==> src/rtl/bmu_pkg.sv <==
// Package: shared transaction types and MIDI constants for the BLE-MIDI parser.
`default_nettype none
package bmu_pkg;

  typedef struct packed {
    logic [7:0]  data_byte;
    logic        first_of_write;
    logic        last_of_write;
    logic [15:0] target_handle;
  } in_item_t;

  typedef struct packed {
    logic [3:0] code_index;
    logic [7:0] status_byte;
    logic [7:0] first_data;
    logic [7:0] second_data;
  } out_item_t;

  localparam logic [7:0] SYSEX_START = 8'hF0;
  localparam logic [7:0] SYSEX_END   = 8'hF7;

  localparam logic [3:0] CIN_SYSEX_CONT = 4'h4;
  localparam logic [3:0] CIN_SYSEX_END1 = 4'h5;
  localparam logic [3:0] CIN_SYSEX_END2 = 4'h6;
  localparam logic [3:0] CIN_SYSEX_END3 = 4'h7;

endpackage
`default_nettype wire

==> src/rtl/ble_midi_to_usb_midi_parser.sv <==
// Top level: BLE-MIDI byte stream to USB-MIDI event packet converter.
// Each input transaction is held in the input register, and its result, if any, in the output register.
// Throughput: one byte per cycle; the single-pass parser step sits between the
// input and output registers, and a stalled output holds the input once full.
// Reset (rst, synchronous): clears both stage valids, the phase, held fields,
// SysEx flag and the handle register.
`default_nettype none
module ble_midi_to_usb_midi_parser (
  input  wire logic               clk,
  input  wire logic               rst,
  input  wire logic               in_valid,
  output logic                    in_ready,
  input  wire bmu_pkg::in_item_t  in_data,
  output logic                    out_valid,
  input  wire logic               out_ready,
  output bmu_pkg::out_item_t      out_data,
  input  wire logic               cfg_wr_en,
  input  wire logic [15:0]        cfg_wr_data
);

  logic               held_valid;
  bmu_pkg::in_item_t  held_item;
  logic               out_free;
  logic               step;
  logic               emit;
  bmu_pkg::out_item_t packet;
  logic [15:0]        value_handle;

  always_ff @(posedge clk) begin
    if (rst) begin
      value_handle <= '0;
    end else if (cfg_wr_en) begin
      value_handle <= cfg_wr_data;
    end
  end

  assign step = held_valid && out_free;

  bmu_in_stage u_in (
    .clk        (clk),
    .rst        (rst),
    .in_valid   (in_valid),
    .in_ready   (in_ready),
    .in_data    (in_data),
    .held_valid (held_valid),
    .held_item  (held_item),
    .take       (step)
  );

  bmu_core u_core (
    .clk          (clk),
    .rst          (rst),
    .step         (step),
    .item         (held_item),
    .value_handle (value_handle),
    .emit         (emit),
    .packet       (packet)
  );

  bmu_out_stage u_out (
    .clk       (clk),
    .rst       (rst),
    .load      (step && emit && (held_item.target_handle == value_handle)),
    .load_item (packet),
    .free      (out_free),
    .out_valid (out_valid),
    .out_ready (out_ready),
    .out_data  (out_data)
  );

endmodule
`default_nettype wire

==> src/rtl/bmu_in_stage.sv <==
// Input register: captures one input transaction and holds it until the core takes it.
`default_nettype none
module bmu_in_stage (
  input  wire logic             clk,
  input  wire logic             rst,
  input  wire logic             in_valid,
  output logic                  in_ready,
  input  wire bmu_pkg::in_item_t in_data,
  output logic                  held_valid,
  output bmu_pkg::in_item_t     held_item,
  input  wire logic             take
);

  assign in_ready = !held_valid || take;

  always_ff @(posedge clk) begin
    if (rst) begin
      held_valid <= 1'b0;
    end else if (in_ready) begin
      held_valid <= in_valid;
    end
  end

  always_ff @(posedge clk) begin
    if (in_valid && in_ready) begin
      held_item <= in_data;
    end
  end

endmodule
`default_nettype wire

==> src/rtl/bmu_core.sv <==
// Parser core: phase machine, held message fields and USB-MIDI packet formation.
`default_nettype none
module bmu_core (
  input  wire logic              clk,
  input  wire logic              rst,
  input  wire logic              step,
  input  wire bmu_pkg::in_item_t item,
  input  wire logic [15:0]       value_handle,
  output logic                   emit,
  output bmu_pkg::out_item_t     packet
);

  typedef enum logic [1:0] {
    NEED_TS     = 2'd0,
    NEED_STATUS = 2'd1,
    NEED_FIRST  = 2'd2,
    NEED_SECOND = 2'd3
  } phase_t;

  phase_t     phase, phase_a, phase_next;
  logic [7:0] status, status_a, status_next;
  logic [7:0] first, first_a, first_next;
  logic [7:0] second, second_a, second_next;
  logic       sysex, sysex_a, sysex_next;
  logic       emit_a, flush, match;
  logic [7:0] src_status, src_first, src_second;
  logic       src_sysex, sysex_after;
  logic [3:0] code;

  assign match = (item.target_handle == value_handle);

  // byte handling before the end-of-write flush
  always_comb begin
    phase_a  = phase;
    status_a = status;
    first_a  = first;
    second_a = second;
    sysex_a  = sysex;
    emit_a   = 1'b0;
    if (item.first_of_write) begin
      phase_a  = NEED_TS;
      status_a = '0;
      first_a  = '0;
      second_a = '0;
    end else if (item.data_byte[7]) begin
      case (phase)
        NEED_TS: phase_a = NEED_STATUS;
        NEED_STATUS: begin
          status_a = item.data_byte;
          if (item.data_byte == bmu_pkg::SYSEX_START) begin
            sysex_a = 1'b1;
          end
          phase_a = NEED_FIRST;
        end
        default: begin
          emit_a  = 1'b1;
          phase_a = NEED_STATUS;
        end
      endcase
    end else begin
      if (phase != NEED_SECOND) begin
        first_a = item.data_byte;
        phase_a = NEED_SECOND;
      end else begin
        second_a = item.data_byte;
        emit_a   = 1'b1;
        phase_a  = NEED_TS;
      end
    end
  end

  assign flush = item.last_of_write && !emit_a && phase_a inside {NEED_FIRST, NEED_SECOND};
  assign emit  = emit_a || flush;

  // emit always sees the values current at that point: the held fields
  // plus any status or data byte that arrived with this item
  assign src_status = status_a;
  assign src_first  = first_a;
  assign src_second = second_a;
  assign src_sysex  = sysex_a;

  always_comb begin
    sysex_after = 1'b0;
    if (src_sysex) begin
      if (src_status == bmu_pkg::SYSEX_END) begin
        code = bmu_pkg::CIN_SYSEX_END1;
      end else if (src_first == bmu_pkg::SYSEX_END) begin
        code = bmu_pkg::CIN_SYSEX_END2;
      end else if (src_second == bmu_pkg::SYSEX_END) begin
        code = bmu_pkg::CIN_SYSEX_END3;
      end else begin
        code        = bmu_pkg::CIN_SYSEX_CONT;
        sysex_after = 1'b1;
      end
    end else begin
      code = src_status[7:4];
    end
  end

  assign packet.code_index  = code;
  assign packet.status_byte = src_status;
  assign packet.first_data  = src_first;
  assign packet.second_data = src_second;

  always_comb begin
    phase_next  = item.last_of_write ? NEED_TS : phase_a;
    status_next = status_a;
    first_next  = emit ? 8'h00 : first_a;
    second_next = emit ? 8'h00 : second_a;
    sysex_next  = emit ? sysex_after : sysex_a;
  end

  always_ff @(posedge clk) begin
    if (rst) begin
      phase  <= NEED_TS;
      status <= '0;
      first  <= '0;
      second <= '0;
      sysex  <= 1'b0;
    end else if (step && match) begin
      phase  <= phase_next;
      status <= status_next;
      first  <= first_next;
      second <= second_next;
      sysex  <= sysex_next;
    end
  end

endmodule
`default_nettype wire

==> src/rtl/bmu_out_stage.sv <==
// Output register: holds one result transaction until the consumer takes it.
`default_nettype none
module bmu_out_stage (
  input  wire logic               clk,
  input  wire logic               rst,
  input  wire logic               load,
  input  wire bmu_pkg::out_item_t load_item,
  output logic                    free,
  output logic                    out_valid,
  input  wire logic               out_ready,
  output bmu_pkg::out_item_t      out_data
);

  assign free = !out_valid || out_ready;

  always_ff @(posedge clk) begin
    if (rst) begin
      out_valid <= 1'b0;
    end else if (free) begin
      out_valid <= load;
    end
  end

  always_ff @(posedge clk) begin
    if (load && free) begin
      out_data <= load_item;
    end
  end

endmodule
`default_nettype wire

==> config.mk <==
export PLATFORM = sky130hd
export DESIGN_NAME = ble_midi_to_usb_midi_parser
export DESIGN_NICKNAME = d
export VERILOG_FILES = /design/src/rtl/bmu_pkg.sv /design/src/rtl/ble_midi_to_usb_midi_parser.sv /design/src/rtl/bmu_in_stage.sv /design/src/rtl/bmu_core.sv /design/src/rtl/bmu_out_stage.sv
export SDC_FILE = /design/constraint.sdc
export NUM_CORES = 1
export LEC_CHECK = 0
export CAP_MARGIN = 20
export CORE_UTILIZATION = 39
export DETAILED_ROUTE_END_ITERATION = 10
export DONT_BUFFER_PORTS = 1
export SETUP_SLACK_MARGIN = 0.3
export SLEW_MARGIN = 20
export SYNTH_ARGS = -nofsm -noshare
export SYNTH_HDL_FRONTEND = slang
export SYNTH_SLANG_ARGS = --single-unit
==> constraint.sdc <==
create_clock -name clk -period 8.18 [get_ports clk]
set_clock_uncertainty 0.15 [all_clocks]
set_input_delay 0 -clock clk [delete_from_list [all_inputs] [get_ports clk]]
set_output_delay 0 -clock clk [all_outputs]
set_load 0.1 [all_outputs]
# Word-level counts from Yosys, hierarchy flattened
# Index checks and enable logic that the tools add are counted.
# op_classes
add_sub_neg	0
mul	0
n_div	0
order_cmp	0
n_eq_ne	9
n_shift	0
mux	33
bitwise_logic	0
n_reduce_logical	17
# op_table
operator	count
$mux W8	11
$eq A8 B8 Y1 const B	4
$eq A16 B16 Y1	1
$mux W1	13
$mux W2	6
$mux W4	3
$logic_and A1 B1 Y1	8
$eq A2 B2 Y1 const B	2
$logic_not A1 Y1	3
$logic_or A1 B1 Y1	3
$eq A2 B1 Y1 const B	1
$logic_not A2 Y1	1
$ne A2 B2 Y1 const B	1
$reduce_bool A2 Y1	1
$reduce_or A2 Y1	1
# totals
register_bits	99
latch_bits	0
mem_bits_rw	0
rom_bits	0
output_inout_bits	30
wordCells	75
mem_count	0

# Logic depth before layout (Yosys ltp)
# Gate-level depths: netlist of run 1.
# logic_depth
word_depth	12
mapped_depth	8
depth_no_buf	5

# Cells and area by module
# From an unflattened synthesis of run 1, not the netlist that was laid out.
# unflattened
cells_unflattened	397
hier_area_um2	4411.7
# modules_own_cells
module	instances	cells_per_inst	area_per_inst_um2	seq_area_each_um2
bmu_core	1	258	1931.9	540.5
bmu_out_stage	1	33	895.9	860.8
bmu_in_stage	1	31	835.8	800.8
ble_midi_to_usb_midi_parser	1	75	748.2	320.3

# Worst setup path after synthesis of run 1
# Ideal clock, no wire load.
# synth_path
path_kind	reg2reg
startpoint	register u_out.out_valid
endpoint	register, netlist name u_out.out_data[0]
setup_time_ns	0.451
arrival_time_ns	3.389
t_required_ns	7.579
path_slack_ns	4.191
path_stages_with_launch	5
n_path_buf	0
period_less_slack_ns	3.989
cell_sequence	dfxtp_1 nor2b_1 nor3b_1 nand4b_1 nor3_1
# synth_via
elab_chain_len	6
# synth_lines
item	line	rtl
from (decl)	bmu_out_stage.sv:9	output logic out_valid,
from (signal assigned)	bmu_out_stage.sv:20	out_valid <= load;
$logic_not A1 Y1 (*)	bmu_out_stage.sv:14	assign free = !out_valid || out_ready;
$logic_or A1 B1 Y1 (*)	bmu_out_stage.sv:14	
$logic_and A1 B1 Y1	ble_midi_to_usb_midi_parser.sv:37	assign step = held_valid && out_free;
$logic_and A1 B1 Y1 (2 in a row)	ble_midi_to_usb_midi_parser.sv:63	.load (step && emit && (held_item.target_handle == value_handle)),
$logic_and A1 B1 Y1 (*)	bmu_out_stage.sv:25	if (load && free) begin
# Mark *: on every way between the ends. The rest lies on a longest branch, timed or not.
# A chain may end at the register's enable or synchronous reset.

# Worst setup path after layout of run 1
# layout_path
startpoint	register u_out.out_valid
endpoint	register, netlist name u_out.out_data[4]
# layout_via
elab_chain_len	6
# layout_lines
item	line
$logic_not A1 Y1 (*)	bmu_out_stage.sv:14
$logic_or A1 B1 Y1 (*)	bmu_out_stage.sv:14
$logic_and A1 B1 Y1	ble_midi_to_usb_midi_parser.sv:37
$logic_and A1 B1 Y1 (2 in a row)	ble_midi_to_usb_midi_parser.sv:63
$logic_and A1 B1 Y1 (*)	bmu_out_stage.sv:25
# Marked as above.

==> impl_summary.log, run 1 <==
INFO  metric outcome = finished, final reports clean
INFO  metric totalNegativeSetupSlack = 0 ns
INFO  metric io_buffers = 0
INFO  metric ys_warn_count = 0
INFO  metric clock-root-buffer = clkbuf_8
INFO  metric synthArstFlopShare = 0%
INFO  metric worst_hold_slack = 0.0744 ns
INFO  metric timing_hold_violations_final = 0
INFO  metric gp_congestion = ~0.79
INFO  metric finalWirelength = 9910 um
INFO  metric avgSynthCellArea = 11.0 um2
INFO  metric synth-seq-cells = 99
INFO  metric route.detailed.vias_per_inst = roughly 5.6
INFO  metric required = 8.09 ns
INFO  metric max_freq = 272 MHz
INFO  metric power.density_cell_area = 188 nW/um2
INFO  metric timing.slew.headroom = 28.1%
INFO  metric globalRouteTotalUtil = 18.5%
INFO  metric wire_length_of_the_first_global_routing_pass = about 16000 um
INFO  metric first_iter_violations = ~230
INFO  metric drt_pre_antenna_iters = 5
INFO  metric worst-path-max-fanout = 20
INFO  metric static-leakage-power = 0.00180 uW
INFO  metric globalRouteOverflowTotal = 0
INFO  metric maxSlewViolCount = 0
INFO  metric post_synth_instance_area = approximately 4200 um2
INFO  metric drtAntennaViolNets = 0
INFO  metric synth_edf_count = 54
INFO  metric timing.critical_path.to = u_out.out_data[4]$_DFFE_PP_
INFO  metric critical_path_class = reg -> reg
INFO  metric synth_ff_type = edfxtp_1
INFO  metric initial_standard_cell_utilization_of_the_core = approximately 40%
INFO  metric clk_transition_reported_paths = 0.10 ns
INFO  metric core.rowCount = 37
INFO  metric routed-via-count = 3189
INFO  metric finalCritPeriodShare = around 45%
INFO  metric post_route_cells_drive_above_1_share = approximately 5.9%
INFO  metric die_height = 105 um
INFO  metric cp_data_arrival_time = 3.59 ns
INFO  metric fp.coreArea = 10300 um2
INFO  metric die_width = roughly 110 um
INFO  metric rrSetupSlack = 4.50 ns
INFO  metric tritoncts.num_buffers = 9
INFO  metric num-fill-cells = 944
INFO  metric place.detailed.hpwl = 6150 um
INFO  metric drt-wirelength-per-cell = 17.3 um
INFO  metric insertion_delay = 0.38 ns
INFO  metric worst_setup_path_start_kind = flop
INFO  metric tritoncts = yes
INFO  metric ir_worst_vdd = 0.0000971 V
INFO  metric mappedNetlistNets = about 430
INFO  metric die-area = between 10000 and 15000 um2
INFO  metric nNetsFinal = 479
INFO  metric min_delay_path_depth = 1
INFO  metric final_cell_area = 5100 um2
INFO  metric worst_reg2reg_path_endpoint = u_out.out_data[4]$_DFFE_PP_
INFO  metric post-place-cells = a little under 500
INFO  metric worst-r2r-cell-count = 6
INFO  metric design.portCount = 77
INFO  metric cp-end-kind = flop
INFO  metric layout_setup_ws = around 4.5 ns
INFO  metric diodes_inserted = 0
INFO  metric classification_of_the_worst_slack_hold_path = in -> reg
INFO  metric grt_setup_unrepaired = false
INFO  metric drv_cap = 0
INFO  metric synth.yosys.seq_area_share = roughly three fifths
INFO  metric instances_no_fill = 573
INFO  metric cts_buffer_depth = 2
INFO  metric tightestPinTransition = 1.08 ns
INFO  metric dp_worst_setup_slack = ~4.2 ns
INFO  metric cts_sinks = 99
INFO  metric rr_startpoint = u_out.out_valid$_SDFFE_PP0P_
INFO  metric grt_antenna_before_repair = 0
INFO  metric drc_errors = 0
INFO  metric report.final.setup_viol = 0
INFO  metric post_synth_inst_count = 380
INFO  metric synthDistinctLibCells = 39
INFO  metric via_count_of_the_first_global_routing_pass = 3131
INFO  metric flow.area_growth_from_synthesis = 22.5%
INFO  metric finalWorstPathRequiredPeriod = 3.68 ns
INFO  metric startpoint = u_out.out_valid$_SDFFE_PP0P_
INFO  metric post_dp_cell_area = 4220 um2
INFO  metric cts_h_tree_lvls = 3
INFO  metric grt_max_degree = between 40 and 50
==> per-layer routing <==
metal  GRT usage [%]  up-vias  wire [um]
met5               0        -          0
met3            3.71       22        725
met1            23.2     1534       4150
met2            30.9      145       4790
met4            8.05        0        241
li1                -     1488          -
==> logic make-up (layout without fill, tap and decap cells) <==
kind of cell           count (synthesis)  count (layout)  share of synthesized area (%)
buffers and inverters                 28              85                           3.57
AO/OA/AOI/OAI                         78              78                           9.91
multiplexers                          24              24                           5.80
AND/OR/NAND/NOR                      134             134                           16.6
flip-flops                            99              99                           60.6
XOR/XNOR                              17              17                           3.57
==> through the flow <==
step,power [uW],util (%)
2_1_floorplan,597,-
3_3_place_gp,606,40.9
3_5_place_dp,608,40.9
4_1_cts,961,49.3
5_1_grt,992,49.4
6_report,959,49.4
==> cells in the mapped netlist (6+ instances only) <==
master,number,share of area [%]
nand2b_1,6,0.90
xor2_1,12,2.5
edfxtp_1,54,39
nand2_1,33,3.0
nand3_1,9,1.1
nor2_1,31,2.8
o21ai_0,19,2.3
nand4_1,21,3.2
mux2i_1,23,5.5
o21ai_1,8,0.96
a21oi_1,44,5.3
dfxtp_1,45,22
clkbuf_1,11,0.99
buf_2,11,1.3
==> worst min-delay path by stage <==
stage / start / end
6_report: in_valid / u_in.held_item[4]$_DFFE_PP_
5_1_grt: in_data[6] / u_in.held_item[6]$_DFFE_PP_
4_1_cts: in_valid / u_in.held_item[10]$_DFFE_PP_
3_5_place_dp: rst / value_handle[6]$_SDFFE_PP0P_
3_3_place_gp: rst / value_handle[1]$_SDFFE_PP0P_
2_1_floorplan: in_data[0] / u_in.held_item[0]$_DFFE_PP_
==> cells in the final DEF (no fill, tap or decap), types with 2 or more instances in the layout <==
cell type,synthesis,routed
o21ai_1,8,8
edfxtp_1,54,54
nand3b_1,4,4
and3b_1,2,2
a21oi_1,44,44
nor2_1,31,31
nor4b_1,2,2
nor4_1,5,5
nand4_1,21,21
mux2i_1,23,23
dfxtp_1,45,45
o41ai_1,2,2
o21ai_0,19,19
or3_1,3,3
dlygate4sd3_1,0,64
nor3_1,5,3
nand3_1,9,9
clkbuf_8,0,9
nand2_1,33,33
xnor2_1,5,5
inv_6,0,2
clkinv_4,0,2
buf_4,0,2
xor2_1,12,12
and2_1,3,2
nand2b_1,6,6
nor2b_1,2,2
nand4b_1,4,4
==> report_power, final <==
| group | internal (uW) | switching [uW] |
|---|---|---|
| clock network | 147 | 183 |
| registers | 538 | 13.5 |
| logic | 39.9 | 38.1 |
==> flip-flops by register name (all words and copies together), names as in the netlist <==
signal	flops
u_core.status	8
u_in.held_item	26
u_out.out_valid	1
u_core.sysex	1
u_core.phase	2
value_handle	16
u_core.second	8
u_core.first	8
u_in.held_valid	1
u_out.out_data	28
==> what timing repair did <==
item | 4_1_cts | 5_1_grt
endpoints found under the hold margin | 71 | 0
buffers inserted | 0 | 0
hold buffers | 65 | 0
gates resized for setup | 0 | 0
setup endpoints to repair | 0 | 0
==> worst max-delay path, stage by stage, from the launching register on <==
cell and delay (ns):
dfxtp_1 0.66, nor2b_1 0.37, nor3b_1 0.21, nand4b_1 0.56, buf_6 0.38, nor3_2 0.64
buf_4 0.40
==> final cells by class <==
cell class | count | area [um2] | share of cell area (%)
clock buffer | 9 | 124 | 2.43
clock inverter | 7 | 83.8 | 1.64
inverter | 1 | 3.75 | 0.0736
multi-input combinational | 253 | 1510 | 29.6
sequential | 99 | 2520 | 49.4
tap | 136 | 170 | 3.33
timing repair buffer | 68 | 687 | 13.5
Power figures use the tool's default switching activity.
==> inputs of run 2 (changes only) <==
==> constraint.sdc (replaced) <==
create_clock -name clk -period 3.6 [get_ports clk]
set_clock_uncertainty 0.15 [all_clocks]
set_input_delay 0 -clock clk [delete_from_list [all_inputs] [get_ports clk]]
set_output_delay 0 -clock clk [all_outputs]
set_load 0.1 [all_outputs]
==> run 2 against run 1 <==
- combinational power increased by 130%
- die area unchanged
- critical path type unchanged
- register-to-register slack got worse by 3.4 ns
- largest cell class unchanged
- final cell count increased by 1.4%
- wire length increased by 1.3%
- maximum frequency increased by 46%
==> impl_summary.log, run 2 (synthesized netlist as in run 1, its figures left out) <==
INFO  metric totalNegativeSetupSlack = 0 ns
INFO  metric tritoncts = yes
INFO  metric routed-via-count = between 3000 and 4000
INFO  metric required = 3.77 ns
INFO  metric report.final.setup_viol = 0
INFO  metric grt_busiest_layer = met2
INFO  metric globalRouteOverflowTotal = 0
INFO  metric globalRouteTotalUtil = 18.8%
INFO  metric fp.coreArea = 10300 um2
INFO  metric worstSetupPathDepth = 6
INFO  metric drc_errors = 0
INFO  metric top_regs = u_out.out_data (28), u_in.held_item (26), value_handle (16)
INFO  metric drtAntennaViolNets = 0
INFO  metric max_freq = a little under 400 MHz
INFO  metric worst-path-max-fanout = 5
INFO  metric die_width = about 110 um
INFO  metric worst_path_most_repeated_cell = dlygate4sd3_1
INFO  metric cts_sinks = about 100
INFO  metric via_count_of_the_first_global_routing_pass = ~3200
INFO  metric worst_setup_path_start_kind = flop
INFO  metric classification_of_the_worst_slack_hold_path = in -> reg
INFO  metric grt_antenna_before_repair = 0
INFO  metric startpoint = u_out.out_valid$_SDFFE_PP0P_
INFO  metric groute.layer.met1.usage = 24.1%
INFO  metric diodes_inserted = 0
INFO  metric timing_hold_violations_final = 0
INFO  metric core.rowCount = 37
INFO  metric initial_standard_cell_utilization_of_the_core = approximately two fifths
INFO  metric layout.cells.most_common = dlygate4sd3_1
INFO  metric design.portCount = 77
INFO  metric maxSlewViolCount = 0
INFO  metric power.density_cell_area = roughly 400 nW/um2
INFO  metric outcome = finished, final reports clean
INFO  metric area_of_the_multi_input_gates = 1510 um2
INFO  metric cts_h_tree_lvls = 3
INFO  metric die-area = 11100 um2
INFO  metric clock-root-buffer = clkbuf_8
INFO  metric hold_path.startpoint = in_data[7]
INFO  metric grt_max_degree = 45
INFO  metric insertion_delay = 0.36 ns
INFO  metric drt-wirelength-per-cell = 17.3 um
INFO  metric wire_length_of_the_first_global_routing_pass = 16200 um
INFO  metric met2_track_utilization_from_global_routing = 32.0%
INFO  metric finalWirelength = 10000 um
INFO  metric tritoncts.num_buffers = 9
INFO  metric route.detailed.vias_per_inst = approximately 5.4
INFO  metric place.detailed.hpwl = between 6000 and 7000 um
INFO  metric min_delay_path_depth = 1
INFO  metric cp-end-kind = flop
INFO  metric post_route_cells_drive_above_1_share = 6.97%
INFO  metric nNetsFinal = 487
INFO  metric grt_setup_unrepaired = false
INFO  metric cp_data_arrival_time = 2.69 ns
INFO  metric tightestPinTransition = 0.938 ns
INFO  metric critical_path_class = reg -> reg
INFO  metric ir_worst_vdd = 0.000271 V
INFO  metric final_cell_area = roughly 5100 um2
INFO  metric flow.area_growth_from_synthesis = 23.5%
INFO  metric num-fill-cells = 935
INFO  metric worst_hold_slack = 0.103 ns
INFO  metric worstPathCellList = buf_4, nor2b_1, a21oi_1, dlygate4sd3_1, nor2_1, dlygate4sd3_1
INFO  metric io_buffers = 0
INFO  metric largest_reg_flops = 28
INFO  metric drv_cap = 0
INFO  metric static-leakage-power = 0.00183 uW
INFO  metric critPathTopFamily = buffers and inverters
INFO  metric cts_buffer_depth = 2
INFO  metric regArea = approximately 2500 um2
INFO  metric met3_usage = about 4.6%
INFO  metric drt_pre_antenna_iters = 4
INFO  metric rr_startpoint = u_out.out_valid$_SDFFE_PP0P_
INFO  metric most_frequent_cells_in_the_layout = dlygate4sd3_1, edfxtp_1, dfxtp_1, a21oi_1, nand2_1
INFO  metric finalCritPeriodShare = 70.2%
INFO  metric worst-r2r-cell-count = 6
INFO  metric finalWorstPathRequiredPeriod = approximately 2.5 ns
INFO  metric critical_path_buffers_and_inverters = 3
INFO  metric cp_slowest_stage_delay = 0.58 ns
INFO  metric first_iter_violations = 185
INFO  metric max_flop_register = u_out.out_data
INFO  metric timing.slew.headroom = 37.5%
INFO  metric post_dp_cell_area = 4270 um2
INFO  metric clk_transition_reported_paths = about 0.10 ns
INFO  metric gp_congestion = 0.814
INFO  metric die_height = 105 um
INFO  metric critical_path_cell_with_the_highest_stage_delay = dlygate4sd3_1
## run 2: metrics by stage
step                      total power, uW  util (%)  std cells  setup WS [ns]
final                                2110      49.8        581           1.07
after global routing                 2200      49.8        581          0.915
after CTS                            2120      49.8        581           1.09
after detailed placement             1380      41.3        497           1.15
after global placement               1380      41.3        497           1.17
after floorplan                      1360         -        380          0.486
## run 2: what timing repair did
action | CTS | global route
hold endpoints to repair | 71 | 0
hold buffers | 68 | 0
gates resized for setup | 0 | 0
buffers inserted | 0 | 0
## run 2: area by class of cell
class / count / share of cell area, %
clock buffers: 9 / 2.41
clock inverters: 7 / 1.19
inverters: 1 / 0.0730
multi-input cells: 253 / 29.4
flip-flops and latches: 99 / 49.0
well taps: 136 / 3.31
repair buffers: 76 / 14.6
## run 2: metal layers
layer,vias to the layer above,routed length [um]
met1,1503,4330
met4,0,94
li1,1506,-
met2,123,4970
met3,11,644
met5,-,0
## run 2: worst paths after layout
| path | endpoint | slack (ns) |
|---|---|---|
| setup reg to reg | u_in.held_valid$_SDFFE_PP0N_ | 1.07 |
| hold / removal | u_in.held_item[7]$_DFFE_PP_ | 0.10 |
| setup / recovery | u_in.held_valid$_SDFFE_PP0N_ | 1.07 |
| hold reg to reg | u_core.second[7]$_SDFFE_PP0P_ | 0.33 |
## run 2: where the power goes
group | switching (uW) | total [uW] | leakage [uW] | internal, uW
sequential | 30.2 | 1250 | 0.000903 | 1220
clock | 416 | 679 | 0.0000884 | 264
combinational | 86.2 | 179 | 0.000837 | 93.0
total | 532 | 2110 | 0.00183 | 1580
==> inputs of run 3 (changes only) <==
==> constraint.sdc (replaced) <==
create_clock -name clk -period 2.6 [get_ports clk]
set_clock_uncertainty 0.15 [all_clocks]
set_input_delay 0 -clock clk [delete_from_list [all_inputs] [get_ports clk]]
set_output_delay 0 -clock clk [all_outputs]
set_load 0.1 [all_outputs]
==> run 3 against run 2 <==
- worst hold slack gained 0.0012 ns
- power grew 39%
- critical path type unchanged
- sequential power grew 38%
- combinational power grew 39%
- critical endpoint is now u_out.out_data[24]$_DFFE_PP_
- setup slack lost 0.59 ns
- global-route usage shrank 0.17 points
- final cell count shrank 0.17%
- clock-buffer cell count grew 2
==> impl_summary.log, run 3 (synthesized netlist as in run 1, its figures left out) <==
INFO  metric static-leakage-power = 0.00182 uW
INFO  metric cp_slowest_stage_delay = 0.49 ns
INFO  metric timing_hold_violations_final = 0
INFO  metric rrSetupSlack = 0.49 ns
INFO  metric required = 2.56 ns
INFO  metric cts_h_tree_lvls = 3
INFO  metric insertion_delay = 0.35 ns
INFO  metric top_regs = u_out.out_data (28), u_in.held_item (26), value_handle (16)
INFO  metric critical_path_cell_with_the_highest_stage_delay = dfxtp_1
INFO  metric design.portCount = between 70 and 80
INFO  metric wire_length_of_the_first_global_routing_pass = between 15000 and 20000 um
INFO  metric drv_cap = 0
INFO  metric route.detailed.vias_per_inst = 5.37
INFO  metric timing.slew.headroom = about two fifths
INFO  metric worst_hold_slack = 0.104 ns
INFO  metric critical_path_class = reg -> reg
INFO  metric max_flop_register = u_out.out_data
INFO  metric post_route_cells_drive_above_1_share = 7.88%
INFO  metric worstPathCellList = a21oi_1, nor4_1, nand2b_1, nand2_1, mux2_2
INFO  metric classification_of_the_worst_slack_hold_path = in -> reg
INFO  metric worst-path-max-fanout = 9
INFO  metric layout.cells.most_common = dlygate4sd3_1
INFO  metric finalWirelength = about 9800 um
INFO  metric critical_path_buffers_and_inverters = 0
INFO  metric die_width = ~110 um
INFO  metric die-area = 11100 um2
INFO  metric routed-wl-met2 = between 4000 and 5000 um
INFO  metric totalNegativeSetupSlack = 0 ns
INFO  metric via_count_of_the_first_global_routing_pass = 3227
INFO  metric io_buffers = 0
INFO  metric flow.area_growth_from_synthesis = 23.3%
INFO  metric hold_path.startpoint = in_valid
INFO  metric finalWorstPathRequiredPeriod = 2.11 ns
INFO  metric clock-root-buffer = clkbuf_8
INFO  metric cp_data_arrival_time = between 2 and 2.5 ns
INFO  metric globalRouteOverflowTotal = 0
INFO  metric min_delay_path_depth = 1
INFO  metric post_cts_setup_repair_buffer_count = 0
INFO  metric power.density_cell_area = 571 nW/um2
INFO  metric tightestPinTransition = 0.922 ns
INFO  metric report.final.setup_viol = 0
INFO  metric cts_buffer_depth = 2
INFO  metric max_freq = 474 MHz
INFO  metric largest_reg_flops = 28
INFO  metric routed-via-count = 3116
INFO  metric die_height = 105 um
INFO  metric num-fill-cells = between 900 and 1000
INFO  metric worst_setup_path_start_kind = flop
INFO  metric finalCritPeriodShare = 81.2%
INFO  metric rr_startpoint = u_core.phase[1]$_SDFFE_PP0P_
INFO  metric dr_wl_met3 = 480 um
INFO  metric drt_pre_antenna_iters = 4
INFO  metric drt-wirelength-per-cell = between 15 and 20 um
INFO  metric drtAntennaViolNets = 0
INFO  metric most_frequent_cells_in_the_layout = dlygate4sd3_1, edfxtp_1, a21oi_1, dfxtp_1, nand2_1
INFO  metric worst_reg2reg_path_endpoint = u_out.out_data[24]$_DFFE_PP_
INFO  metric drc_errors = 0
INFO  metric critPathTopFamily = simple AND/OR/NAND/NOR gates
INFO  metric worst-r2r-cell-count = 5
INFO  metric tritoncts = yes
INFO  metric utilization = between 40 and 50%
INFO  metric first_iter_violations = 158
INFO  metric grt_setup_unrepaired = false
INFO  metric fp.coreArea = 10300 um2
INFO  metric gp_congestion = a little under 0.8
INFO  metric nNetsFinal = just under 500
INFO  metric drt-met1-wl = between 4000 and 5000 um
INFO  metric clk_transition_reported_paths = 0.09 ns
INFO  metric place.detailed.hpwl = roughly 6300 um
INFO  metric whs_endpoint = u_in.held_item[7]$_DFFE_PP_
INFO  metric core.rowCount = 37
INFO  metric grt_antenna_before_repair = 0
INFO  metric diodes_inserted = 0
INFO  metric total_power = 2930 uW
INFO  metric grt_max_degree = 45
INFO  metric maxSlewViolCount = 0
INFO  metric globalRouteTotalUtil = 18.7%
INFO  metric cts_sinks = between 90 and 100
INFO  metric ir_worst_vdd = 0.000381 V
INFO  metric tritoncts.num_buffers = 9
INFO  metric outcome = finished, final reports clean
INFO  metric cp-end-kind = flop
INFO  metric highest_layer_used_for_signal_routing = met4
INFO  metric initial_standard_cell_utilization_of_the_core = 40.3%
==> run 3: cell count changes in the layout (fill, tap and decap cells not counted), moves of 2 or more <==
| cell | delta |
|---|---|
| buf_4 | +4 |
| clkinv_1 | +2 |
| clkbuf_1 | +2 |
| dlygate4sd3_1 | -6 |
| inv_6 | -2 |
==> run 3: layout make-up <==
cell class | count | area [um2] | share of cell area [%]
sequential | 99 | 2530 | 49.2
tap | 136 | 170 | 3.31
clock buffer | 11 | 131 | 2.56
timing repair buffer | 75 | 732 | 14.2
inverter | 1 | 3.75 | 0.0731
clock inverter | 5 | 53.8 | 1.05
multi-input combinational | 253 | 1520 | 29.6
==> run 3: power by group <==
part / leakage [uW] / switching, uW / internal [uW]
Sequential: 0.000904 / 40.8 / 1690
Combinational: 0.000827 / 121 / 127
Clock: 0.0000886 / 511 / 442
==> run 3: through the flow <==
| stage | worst slack (ns) | cells | instance area, um2 |
|---|---|---|---|
| after floorplan | 0.109 | 380 | 4190 |
| after global placement | 0.522 | 502 | 4320 |
| after detailed placement | 0.455 | 502 | 4320 |
| after CTS | 0.425 | 580 | 5130 |
| after global routing | 0.324 | 580 | 5140 |
| final | 0.488 | 580 | 5140 |
==> run 3: how the worst max path moves through the flow <==
stage	slack, ns	startpoint	to	cells after the start
floorplan	0.11	u_in.held_item[14]$_DFFE_PP_	u_out.out_data[0]$_DFFE_PP_	4
global placement	0.52	u_in.held_item[4]$_DFFE_PP_	u_out.out_data[18]$_DFFE_PP_	5
detailed placement	0.46	u_in.held_item[4]$_DFFE_PP_	u_out.out_data[17]$_DFFE_PP_	5
CTS	0.43	u_in.held_item[4]$_DFFE_PP_	u_out.out_data[10]$_DFFE_PP_	5
global route	0.32	u_core.phase[1]$_SDFFE_PP0P_	u_out.out_data[24]$_DFFE_PP_	5
finish	0.49	u_core.phase[1]$_SDFFE_PP0P_	u_out.out_data[24]$_DFFE_PP_	5
==> run 3: per-layer routing <==
layer	vias up	track usage, %
met5	-	0
met2	111	31.9
met3	14	3.40
met4	0	6.84
li1	1499	-
met1	1492	23.6
==> run 3: repair_timing <==
item                                    4_1_cts  5_1_grt
endpoints found under the setup margin        0        5
gates resized for setup                       0        1
hold endpoints to repair                     71        0
hold buffers                                 62        0
==> run 3: worst reg2reg max path, delay by kind of cell (launching register included) <==
family | cells | cell delay, ns
mux | 1 | 0.26
compound gates | 1 | 0.28
simple gates | 3 | 0.71
flops | 1 | 0.49
